<file path="config.mk">
export PLATFORM = sky130hd
export DESIGN_NAME = euclidean_distance_unit
export DESIGN_NICKNAME = d
export VERILOG_FILES = /design/src/sv/eud_pkg.sv /design/src/sv/eud_sqsum.sv /design/src/sv/eud_sqrt.sv /design/src/sv/euclidean_distance_unit.sv
export SDC_FILE = /design/constraint.sdc
export NUM_CORES = 1
export LEC_CHECK = 0
export ABC_AREA = 1
export BUFFER_PORTS_ARGS = -buffer_cell sky130_fd_sc_hd__buf_2
export CAP_MARGIN = 10
export CORE_MARGIN = 2
export CORE_UTILIZATION = 45
export DETAILED_ROUTE_END_ITERATION = 12
export GPL_TIMING_DRIVEN = 0
export PLACE_DENSITY = 0.62
export SYNTH_ARGS = -nofsm -noshare
export SYNTH_HDL_FRONTEND = slang
export SYNTH_HIERARCHICAL = 1
export SYNTH_SLANG_ARGS = --single-unit
</file>
<file path="constraint.sdc">
create_clock -name clk -period 6.44 [get_ports clk]
set_input_delay 1.932 -clock clk [delete_from_list [all_inputs] [get_ports clk]]
set_output_delay 1.932 -clock clk [all_outputs]
set_load 0.02 [all_outputs]
</file>
<file path="src/sv/eud_pkg.sv">
// ----------------------------------------------------------------------------
// eud_pkg
// Shared widths and control types for the Euclidean distance unit.
// ----------------------------------------------------------------------------
`default_nettype none

package eud_pkg;

    // Coordinate and result widths.
    localparam int COORD_W    = 16;
    localparam int SQ_W       = 2 * COORD_W;
    localparam int SUM_W      = 45;
    localparam int DIST_W     = 23;

    // Square root sequencer: one result bit per step, two operand bits per step.
    localparam int ROOT_STEPS = DIST_W;
    localparam int OPND_W     = 2 * ROOT_STEPS;
    localparam int REM_W      = DIST_W + 2;
    localparam int STEP_CNT_W = $clog2(ROOT_STEPS + 1);

    // Controls from the sequencer to the sum-of-squares datapath.
    typedef struct packed {
        logic clear;
        logic square_en;
        logic acc_en;
    } sq_ctrl_t;

    // Status of the square root unit.
    typedef struct packed {
        logic busy;
        logic done;
    } sqrt_stat_t;

endpackage

`default_nettype wire

</file>
<file path="src/sv/eud_sqsum.sv">
// ----------------------------------------------------------------------------
// eud_sqsum
// Squared difference and saturating running sum of squares.
// ----------------------------------------------------------------------------
`default_nettype none

module eud_sqsum (
    input  wire logic                          clk,
    input  wire logic                          rst_n,
    input  wire eud_pkg::sq_ctrl_t             ctrl,
    input  wire logic [eud_pkg::COORD_W-1:0]   coord_a,
    input  wire logic [eud_pkg::COORD_W-1:0]   coord_b,
    output logic      [eud_pkg::SUM_W-1:0]     sum,
    output logic                               overflow
);

    logic [eud_pkg::COORD_W-1:0] diff;
    logic [eud_pkg::SQ_W-1:0]    sq_reg;
    logic [eud_pkg::SQ_W-1:0]    sq_next;
    logic [eud_pkg::SUM_W-1:0]   sum_reg;
    logic [eud_pkg::SUM_W-1:0]   sum_next;
    logic                        ovf_reg;
    logic                        ovf_next;
    logic [eud_pkg::SUM_W:0]     total;

    assign diff    = (coord_a >= coord_b) ? (coord_a - coord_b) : (coord_b - coord_a);
    assign sq_next = diff * diff;
    assign total   = {1'b0, sum_reg} + {{(eud_pkg::SUM_W + 1 - eud_pkg::SQ_W){1'b0}}, sq_reg};

    always_comb
    begin
        sum_next = sum_reg;
        ovf_next = ovf_reg;
        if (ctrl.clear)
        begin
            sum_next = '0;
            ovf_next = 1'b0;
        end
        else if (ctrl.acc_en)
        begin
            // A carry out of the sum width means the sum would pass its maximum.
            if (total[eud_pkg::SUM_W])
            begin
                sum_next = '1;
                ovf_next = 1'b1;
            end
            else
            begin
                sum_next = total[eud_pkg::SUM_W-1:0];
            end
        end
    end

    always_ff @(posedge clk)
    begin
        if (ctrl.square_en)
        begin
            sq_reg <= sq_next;
        end
    end

    always_ff @(posedge clk or negedge rst_n)
    begin
        if (!rst_n)
        begin
            sum_reg <= '0;
            ovf_reg <= 1'b0;
        end
        else
        begin
            sum_reg <= sum_next;
            ovf_reg <= ovf_next;
        end
    end

    assign sum      = sum_reg;
    assign overflow = ovf_reg;

endmodule

`default_nettype wire

</file>
<file path="src/sv/eud_sqrt.sv">
// ----------------------------------------------------------------------------
// eud_sqrt
// Iterative floor square root, one result bit per clock cycle.
// ----------------------------------------------------------------------------
`default_nettype none

module eud_sqrt (
    input  wire logic                          clk,
    input  wire logic                          rst_n,
    input  wire logic                          start,
    input  wire logic [eud_pkg::SUM_W-1:0]     operand,
    output eud_pkg::sqrt_stat_t                stat,
    output logic      [eud_pkg::DIST_W-1:0]    root
);

    logic [eud_pkg::OPND_W-1:0]     op_reg;
    logic [eud_pkg::OPND_W-1:0]     op_next;
    logic [eud_pkg::REM_W-1:0]      rem_reg;
    logic [eud_pkg::REM_W-1:0]      rem_next;
    logic [eud_pkg::DIST_W-1:0]     root_reg;
    logic [eud_pkg::DIST_W-1:0]     root_next;
    logic [eud_pkg::STEP_CNT_W-1:0] cnt_reg;
    logic [eud_pkg::STEP_CNT_W-1:0] cnt_next;
    logic                           busy_reg;
    logic                           busy_next;
    logic                           done_reg;
    logic                           done_next;
    logic [eud_pkg::REM_W+1:0]      shifted;
    logic [eud_pkg::REM_W+1:0]      trial;
    logic [eud_pkg::REM_W+1:0]      diff;

    // Bring down the next two operand bits and try the next root bit.
    assign shifted = {rem_reg, op_reg[eud_pkg::OPND_W-1 -: 2]};
    assign trial   = {{(eud_pkg::REM_W + 2 - eud_pkg::DIST_W - 2){1'b0}}, root_reg, 2'b01};
    assign diff    = shifted - trial;

    always_comb
    begin
        op_next   = op_reg;
        rem_next  = rem_reg;
        root_next = root_reg;
        cnt_next  = cnt_reg;
        busy_next = busy_reg;
        done_next = 1'b0;
        if (start)
        begin
            op_next   = {{(eud_pkg::OPND_W - eud_pkg::SUM_W){1'b0}}, operand};
            rem_next  = '0;
            root_next = '0;
            cnt_next  = eud_pkg::STEP_CNT_W'(eud_pkg::ROOT_STEPS);
            busy_next = 1'b1;
        end
        else if (busy_reg)
        begin
            op_next = {op_reg[eud_pkg::OPND_W-3:0], 2'b00};
            if (shifted >= trial)
            begin
                rem_next  = diff[eud_pkg::REM_W-1:0];
                root_next = {root_reg[eud_pkg::DIST_W-2:0], 1'b1};
            end
            else
            begin
                rem_next  = shifted[eud_pkg::REM_W-1:0];
                root_next = {root_reg[eud_pkg::DIST_W-2:0], 1'b0};
            end
            cnt_next = cnt_reg - 1'b1;
            if (cnt_reg == eud_pkg::STEP_CNT_W'(1))
            begin
                busy_next = 1'b0;
                done_next = 1'b1;
            end
        end
    end

    always_ff @(posedge clk)
    begin
        op_reg   <= op_next;
        rem_reg  <= rem_next;
        root_reg <= root_next;
    end

    always_ff @(posedge clk or negedge rst_n)
    begin
        if (!rst_n)
        begin
            cnt_reg  <= '0;
            busy_reg <= 1'b0;
            done_reg <= 1'b0;
        end
        else
        begin
            cnt_reg  <= cnt_next;
            busy_reg <= busy_next;
            done_reg <= done_next;
        end
    end

    assign stat.busy = busy_reg;
    assign stat.done = done_reg;
    assign root      = root_reg;

endmodule

`default_nettype wire

</file>
<file path="src/sv/euclidean_distance_unit.sv">
// ----------------------------------------------------------------------------
// euclidean_distance_unit
// Streams coordinate pairs of two vectors and returns their L2 distance.
// ----------------------------------------------------------------------------
// Usage: each input transfer carries one coordinate pair (coord_a, coord_b,
// unsigned Q0.16) and a last flag. The block squares the difference of the
// pair and adds it to a 45-bit running sum that saturates at its maximum.
// On the transfer marked last it takes the floor square root of the sum and
// offers one output transfer: distance (Q7.16) and saturated, which reports
// whether the sum clipped anywhere in that vector. The sum then clears.
// Flow: a pair that is not last holds in_ready low while it is squared and
// then added (ST_SQUARE, ST_ACCUM), so the next pair waits for both. A last
// pair then passes ST_ROOT_LOAD and the bit-serial root unit (one result bit
// per cycle, in ST_ROOT_WAIT) before ST_DELIVER hands it off; out_valid rises
// when in_ready also returns.
// A finished result sits in the output register; input transfers for the next
// vector continue while it waits. Only when a second distance is ready while
// the first is still stalled does the sequencer hold, and in_ready stays low
// until the receiver takes the first result.
// Reset clears the sum, the saturation flag, the sequencer and out_valid.
// ----------------------------------------------------------------------------
`default_nettype none

module euclidean_distance_unit (
    input  wire logic                          clk,
    input  wire logic                          rst_n,
    input  wire logic                          in_valid,
    output logic                               in_ready,
    input  wire logic [eud_pkg::COORD_W-1:0]   coord_a,
    input  wire logic [eud_pkg::COORD_W-1:0]   coord_b,
    input  wire logic                          last,
    output logic                               out_valid,
    input  wire logic                          out_ready,
    output logic      [eud_pkg::DIST_W-1:0]    distance,
    output logic                               saturated
);

    typedef enum logic [2:0] {
        ST_IDLE,
        ST_SQUARE,
        ST_ACCUM,
        ST_ROOT_LOAD,
        ST_ROOT_WAIT,
        ST_DELIVER
    } state_t;

    state_t                      state_reg;
    state_t                      state_next;
    logic [eud_pkg::COORD_W-1:0] coord_a_reg;
    logic [eud_pkg::COORD_W-1:0] coord_b_reg;
    logic                        last_reg;
    logic                        sat_hold_reg;
    logic                        sat_hold_next;
    logic                        out_valid_reg;
    logic                        out_valid_next;
    logic [eud_pkg::DIST_W-1:0]  distance_reg;
    logic [eud_pkg::DIST_W-1:0]  distance_next;
    logic                        saturated_reg;
    logic                        saturated_next;

    logic                        in_xfer;
    logic                        sqrt_start;
    eud_pkg::sq_ctrl_t           sq_ctrl;
    eud_pkg::sqrt_stat_t         sqrt_stat;
    logic [eud_pkg::SUM_W-1:0]   sum;
    logic                        overflow;
    logic [eud_pkg::DIST_W-1:0]  root;

    assign in_ready = (state_reg == ST_IDLE);
    assign in_xfer  = in_valid && in_ready;

    // The square is formed the cycle after the transfer, added the cycle after
    // that. Loading the root unit and clearing the sum happen together.
    assign sq_ctrl.square_en = (state_reg == ST_SQUARE);
    assign sq_ctrl.acc_en    = (state_reg == ST_ACCUM);
    assign sq_ctrl.clear     = (state_reg == ST_ROOT_LOAD);
    assign sqrt_start        = (state_reg == ST_ROOT_LOAD);

    eud_sqsum u_sqsum (
        .clk      (clk),
        .rst_n    (rst_n),
        .ctrl     (sq_ctrl),
        .coord_a  (coord_a_reg),
        .coord_b  (coord_b_reg),
        .sum      (sum),
        .overflow (overflow)
    );

    eud_sqrt u_sqrt (
        .clk     (clk),
        .rst_n   (rst_n),
        .start   (sqrt_start),
        .operand (sum),
        .stat    (sqrt_stat),
        .root    (root)
    );

    always_comb
    begin
        state_next     = state_reg;
        sat_hold_next  = sat_hold_reg;
        distance_next  = distance_reg;
        saturated_next = saturated_reg;
        out_valid_next = out_valid_reg && !out_ready;
        case (state_reg)
            ST_IDLE:
            begin
                if (in_xfer)
                begin
                    state_next = ST_SQUARE;
                end
            end
            ST_SQUARE:
            begin
                state_next = ST_ACCUM;
            end
            ST_ACCUM:
            begin
                state_next = last_reg ? ST_ROOT_LOAD : ST_IDLE;
            end
            ST_ROOT_LOAD:
            begin
                // The flag must be kept here since the sum clears this cycle.
                sat_hold_next = overflow;
                state_next    = ST_ROOT_WAIT;
            end
            ST_ROOT_WAIT:
            begin
                if (sqrt_stat.done)
                begin
                    state_next = ST_DELIVER;
                end
            end
            ST_DELIVER:
            begin
                // Wait only while an older result is still stalled.
                if (!out_valid_reg || out_ready)
                begin
                    distance_next  = root;
                    saturated_next = sat_hold_reg;
                    out_valid_next = 1'b1;
                    state_next     = ST_IDLE;
                end
            end
            default:
            begin
                state_next = ST_IDLE;
            end
        endcase
    end

    always_ff @(posedge clk or negedge rst_n)
    begin
        if (!rst_n)
        begin
            state_reg     <= ST_IDLE;
            out_valid_reg <= 1'b0;
            sat_hold_reg  <= 1'b0;
            distance_reg  <= '0;
            saturated_reg <= 1'b0;
        end
        else
        begin
            state_reg     <= state_next;
            out_valid_reg <= out_valid_next;
            sat_hold_reg  <= sat_hold_next;
            distance_reg  <= distance_next;
            saturated_reg <= saturated_next;
        end
    end

    always_ff @(posedge clk)
    begin
        if (in_xfer)
        begin
            coord_a_reg <= coord_a;
            coord_b_reg <= coord_b;
            last_reg    <= last;
        end
    end

    assign out_valid = out_valid_reg;
    assign distance  = distance_reg;
    assign saturated = saturated_reg;

    // The root unit finishes only while the sequencer waits for it.
    assert property (@(posedge clk) disable iff (!rst_n)
        sqrt_stat.done |-> (state_reg == ST_ROOT_WAIT))
        else $error("root unit finished outside the wait state");

    // Loading the root unit leaves the running sum and its flag cleared.
    assert property (@(posedge clk) disable iff (!rst_n)
        (state_reg == ST_ROOT_LOAD) |=> (sum == '0) && !overflow)
        else $error("sum not cleared after a distance was started");

    // No new pair is taken while the root unit is running.
    assert property (@(posedge clk) disable iff (!rst_n)
        sqrt_stat.busy |-> !in_ready)
        else $error("input taken while the root unit is busy");

    // A stalled result is never overwritten by the next distance.
    assert property (@(posedge clk) disable iff (!rst_n)
        (out_valid && !out_ready) |=> out_valid && $stable(distance) && $stable(saturated))
        else $error("stalled result changed");

endmodule

`default_nettype wire
</file>
==> results of run 1 <==
## worst max-delay path, delay by kind of cell (launching register included)
kind	cells	cell delay [ns]
fa+ha+maj	9	3.92
buf+inv	11	0.95
compound gates	6	0.76
simple gates	7	0.53
flops	1	0.40
xor+xnor	1	0.16
## final timing paths
path	startpoint	end	slack, ns	depth (start not counted)
worst max-delay path	coord_a_reg[0]	u_sqsum/sq_reg[29]	-0.57	34
worst min-delay path	u_sqrt/root[18]	distance[18]	0.45	2
worst max register to register	coord_a_reg[0]	u_sqsum/sq_reg[29]	-0.57	34
worst min register to register	u_sqrt/root[18]	distance[18]	0.45	2
max in group asynchronous	rst_n	u_sqsum/sum[29]	4.54	2
min in group asynchronous	rst_n	distance[9]	1.23	1
## metrics by stage
stage	TNS, ns	cell area [sq um]
2_1_floorplan	-0.0990	23700
3_3_place_gp	-13.58	24900
3_5_place_dp	-14.13	24900
4_1_cts	-6.25	26900
5_1_grt	-12.77	28000
6_report	-8.21	28000
## area by class of cell
| cell class | instances | area [sq um] | area share, % |
|---|---|---|---|
| Antenna cell | 1 | 2.50 | 0.00894 |
| Buffer | 61 | 448 | 1.60 |
| Clock buffer | 36 | 783 | 2.80 |
| Clock inverter | 17 | 134 | 0.478 |
| Inverter | 613 | 2400 | 8.57 |
| Multi-Input combinational cell | 2180 | 15600 | 55.6 |
| Sequential cell | 240 | 6310 | 22.5 |
| Tap cell | 680 | 851 | 3.04 |
| Timing Repair Buffer | 184 | 1500 | 5.35 |
## per-layer routing
metal,routed length (um),global-route usage (%),up-vias
met1,29800,32.7,9785
met4,1940,7.28,0
met2,31900,42.5,396
met3,2430,2.52,103
li1,-,-,10044
met5,0,0,-
## repair_timing
action | CTS | global route
hold buffers | 0 | 0
cloned | 2 | 0
gates resized for setup | 120 | 159
endpoints found under the setup margin | 24 | 23
pin swaps | 29 | 81
setup buffers | 57 | 62
==> run_results.csv, run 1 <==
group,metric,value,unit
flow_run,maxCapViolCount,0,
logic_synthesis,synth_area_per_cell,7.48,sq um
finish,final_util,54.8,%
timing,timing.fmax,143,MHz
timing,drv_slew,0,
routing,drt-initial-drc-count,1121,
global_routing,grtUsageTotal,24.6,%
floorplan,coreArea,51100,sq um
routing,wl_per_cell,16.5,um
clock_network,cts.path.max_buffers,3,
floorplan,die_width,231,um
timing,worst_pin_slew,1.16,ns
hold_path,hold_path.class,"flop to flop",
routing,postRouteAntennaNets,0,
setup_path,critPathSlowestCell,"fa_1",
timing,setup_ws,-0.567,ns
global_routing,grt_pass1_wl,105000,um
floorplan,rows,83,
timing,worst_hold_slack,0.447,ns
clock_network,clock_latency,0.58,ns
placement,gp_congestion,0.964,
timing,slew_headroom,22.3,%
setup_path,endpoint_kind,"flop",
clock_network,clk_pin_slew_worst_paths,0.06,ns
finish,syn_to_final_growth,21.0,%
routing,viasPerCell,5.07,
floorplan,die_h,231,um
routing,dr.pass1.iters,5,
floorplan,die_area,53200,sq um
finish,fill_cells,4844,
setup_path,crit_required,6.74,ns
finish,layout_commonest_cell,"nand2_1",
clock_network,clkSinkCount,240,
timing,hold_violations,0,
finish,instances_no_fill,4012,
clock_network,cts_tree,"done",
global_routing,antenna_found_initial,0,
setup_path,path_class,"flop to flop",
logic_synthesis,ys_warn_count,6,
setup_path,crit_fanout,5,
timing,period_share,109,%
finish,drive_gt1_share,18.5,%
finish,largest_reg_flops,46,
status,status,"finished, violations left",
timing,period_minus_slack,7.01,ns
placement,port_buffers,62,
finish,final_cell_mix,"nand2_1 (861), inv_1 (552), nor2_1 (195)",
logic_synthesis,netlist_area,23100,sq um
global_routing,overflow,0,
floorplan,ios,63,
timing,finalSetupViolations,19,
timing,clock-skew-final,0.0283,ns
setup_path,worstSetupStartpointType,"flop",
logic_synthesis,syn_nets,3486,
routing,drc,0,
global_routing,grt_pass1_vias,20562,
clock_network,cts_buffers,29,
setup_path,cpPeakStageDelay,0.57,ns
clock_network,root_buffer,"clkbuf_16",
logic_synthesis,synth_cells,3095,
setup_path,crit_arrival,7.31,ns
placement,pre_cts_ws,-0.862,ns
floorplan,start_util,45.3,%
finish,nNetsFinal,3700,
status,violations,"negative setup slack",
placement,dp_hpwl,51600,um
timing,rsz0062_at_grt,"yes",
routing,via_count,20328,
clock_network,cts_htree_levels,1,
routing,drt-total-wl,66100,um
global_routing,grt_max_degree,65,
placement,dp_cells,3838,
Power of run 1 is not shown: default switching activity piles up to over one toggle a cycle in this logic, so the estimate is an artifact.
==> inputs of run 2 (changes only) <==
--- a/config.mk
+++ b/config.mk
@@ -5,7 +5,6 @@
 export SDC_FILE = /design/constraint.sdc
 export NUM_CORES = 1
 export LEC_CHECK = 0
-export ABC_AREA = 1
 export BUFFER_PORTS_ARGS = -buffer_cell sky130_fd_sc_hd__buf_2
 export CAP_MARGIN = 10
 export CORE_MARGIN = 2
==> run_results.csv, run 2 <==
group,metric,value,unit
status,status,"finished, violations left",
status,violations,"negative setup slack",
floorplan,die_area,48500,sq um
routing,drc,0,
setup_path,crit_arrival,8.56,ns
finish,fill_cells,4026,
routing,drt-total-wl,52000,um
global_routing,grt_pass1_vias,16660,
finish,nNetsFinal,2733,
timing,slew_headroom,29.2,%
placement,dp_hpwl,39000,um
clock_network,cts_buffers,28,
logic_synthesis,syn_nets,2529,
clock_network,cts_htree_levels,1,
setup_path,cpPeakStageDelay,0.57,ns
timing,clock-skew-final,0.0150,ns
logic_synthesis,synth_area_per_cell,9.83,sq um
setup_path,endpoint_kind,"flop",
finish,multi_input_area,14100,sq um
clock_network,cts_tree,"done",
setup_path,worstSetupStartpointType,"flop",
clock_network,cts.path.max_buffers,3,
timing,drv_slew,0,
floorplan,ios,63,
hold_path,hold_path.class,"flop to flop",
finish,drive_gt1_share,22.2,%
logic_synthesis,netlist_area,21000,sq um
finish,n_antenna_cell,0,
logic_synthesis,ys_warn_count,6,
clock_network,cts_hold_buf,0,
finish,syn_to_final_growth,20.8,%
clock_network,root_buffer,"clkbuf_16",
routing,postRouteAntennaNets,0,
floorplan,die_h,220,um
routing,wl_per_cell,17.5,um
timing,finalSetupViolations,25,
hold_path,hold_depth,1,
logic_synthesis,synth_cells,2138,
setup_path,startpoint,"coord_a_reg[0]",
hold_path,hp-start,"distance[15]",
routing,via_count,16156,
clock_network,clkSinkCount,240,
setup_path,path_class,"flop to flop",
timing,period_minus_slack,8.24,ns
global_routing,grt_pass1_wl,85500,um
setup_path,regToRegSetupSlack,-1.80,ns
timing,worst_pin_slew,1.05,ns
setup_path,crit_required,6.76,ns
timing,timing.fmax,121,MHz
finish,final_cell_mix,"inv_1 (291), nor2_1 (189), ha_1 (165)",
floorplan,rows,79,
routing,viasPerCell,5.44,
timing,hold_violations,0,
timing,period_share,128,%
global_routing,grt_max_degree,64,
placement,pre_cts_ws,-3.00,ns
flow_run,maxCapViolCount,0,
clock_network,clock_latency,0.58,ns
global_routing,overflow,0,
finish,regArea,6310,sq um
placement,place_area,22500,sq um
floorplan,start_util,45.3,%
global_routing,grtUsageTotal,22.0,%
setup_path,cp_common_cell,"fa_1",
setup_path,critPathSlowestCell,"fa_1",
timing,setup_ws,-1.80,ns
finish,largest_reg_flops,46,
routing,drt-initial-drc-count,939,
setup_path,r2r_start,"coord_a_reg[0]",
placement,gp_congestion,0.909,
timing,setup_tns,-32.13,ns
floorplan,die_width,220,um
global_routing,antenna_found_initial,0,
timing,rsz0062_at_grt,"yes",
floorplan,coreArea,46400,sq um
finish,final_cell_area,25400,sq um
setup_path,ff2ff_path_depth,35,
placement,port_buffers,62,
clock_network,clk_pin_slew_worst_paths,0.06,ns
routing,dr.pass1.iters,6,
finish,layout_commonest_cell,"inv_1",
setup_path,crit_fanout,5,
## run 2: cell types whose count changed in the layout (fill, tap and decap cells not counted), moves of 25 or more
| cell | change |
|---|---|
| a21o_1 | +28 |
| a311oi_1 | +34 |
| inv_1 | -261 |
| mux2_2 | +52 |
| mux2i_1 | +31 |
| nand2_1 | -748 |
| nand2_2 | -41 |
| nand2_4 | -27 |
| nand3_1 | -88 |
| nor2_2 | -25 |
| o21ai_0 | -43 |
| xnor2_1 | +33 |
## run 2: path summary, 6_finish.rpt
kind / to
min in group asynchronous: distance[14]
worst min-delay path: distance[15]
worst max register to register: u_sqsum/sq_reg[31]
max in group asynchronous: u_sqsum/sum[22]
worst min register to register: distance[15]
worst max-delay path: u_sqsum/sq_reg[31]
## run 2: timing repair
| action | in CTS | in global routing |
|---|---|---|
| pin swaps | 124 | 39 |
| buffers inserted | 90 | 21 |
| cloned | 2 | 0 |
| setup endpoints to repair | 26 | 26 |
| gates resized for setup | 165 | 36 |
## run 2: per-stage QoR
| step | std cells | util, % | hold slack [ns] |
|---|---|---|---|
| floorplan | 2138 | - | 0.456 |
| global placement | 2807 | 48.5 | 0.490 |
| detailed placement | 2810 | 48.6 | 0.496 |
| CTS | 2949 | 54.1 | 0.512 |
| global route | 2970 | 54.8 | 0.521 |
| finish | 2970 | 54.8 | 0.510 |
## run 2: worst max-delay path: cells and delay by family (launching register included)
family / cells / cell delay (ns)
adder cells (fa/ha/maj): 9 / 3.81
AO/OA/AOI/OAI: 13 / 2.39
buffers and inverters: 9 / 0.74
flip-flops: 1 / 0.40
XOR/XNOR: 2 / 0.39
multiplexers: 1 / 0.20
AND/OR/NAND/NOR: 1 / 0.05
## run 2: layout make-up
type,count,area share (%)
plain buffers,72,1.93
well taps,607,2.99
multi-input cells,1502,55.7
repair buffers,178,5.72
inverters,320,4.88
flip-flops and latches,240,24.8
clock inverters,7,0.458
clock buffers,44,3.46
## run 2: per-layer routing
metal,part of all wire [%],wire length [um],GRT usage (%),vias to the layer above
met5,0,0,0,-
met1,44,22900,28.7,7926
met4,3.5,1850,7.32,0
met3,4.2,2180,2.31,113
li1,-,-,-,7719
met2,48,25100,38.3,398
Power of run 2 is left out for the same reason.
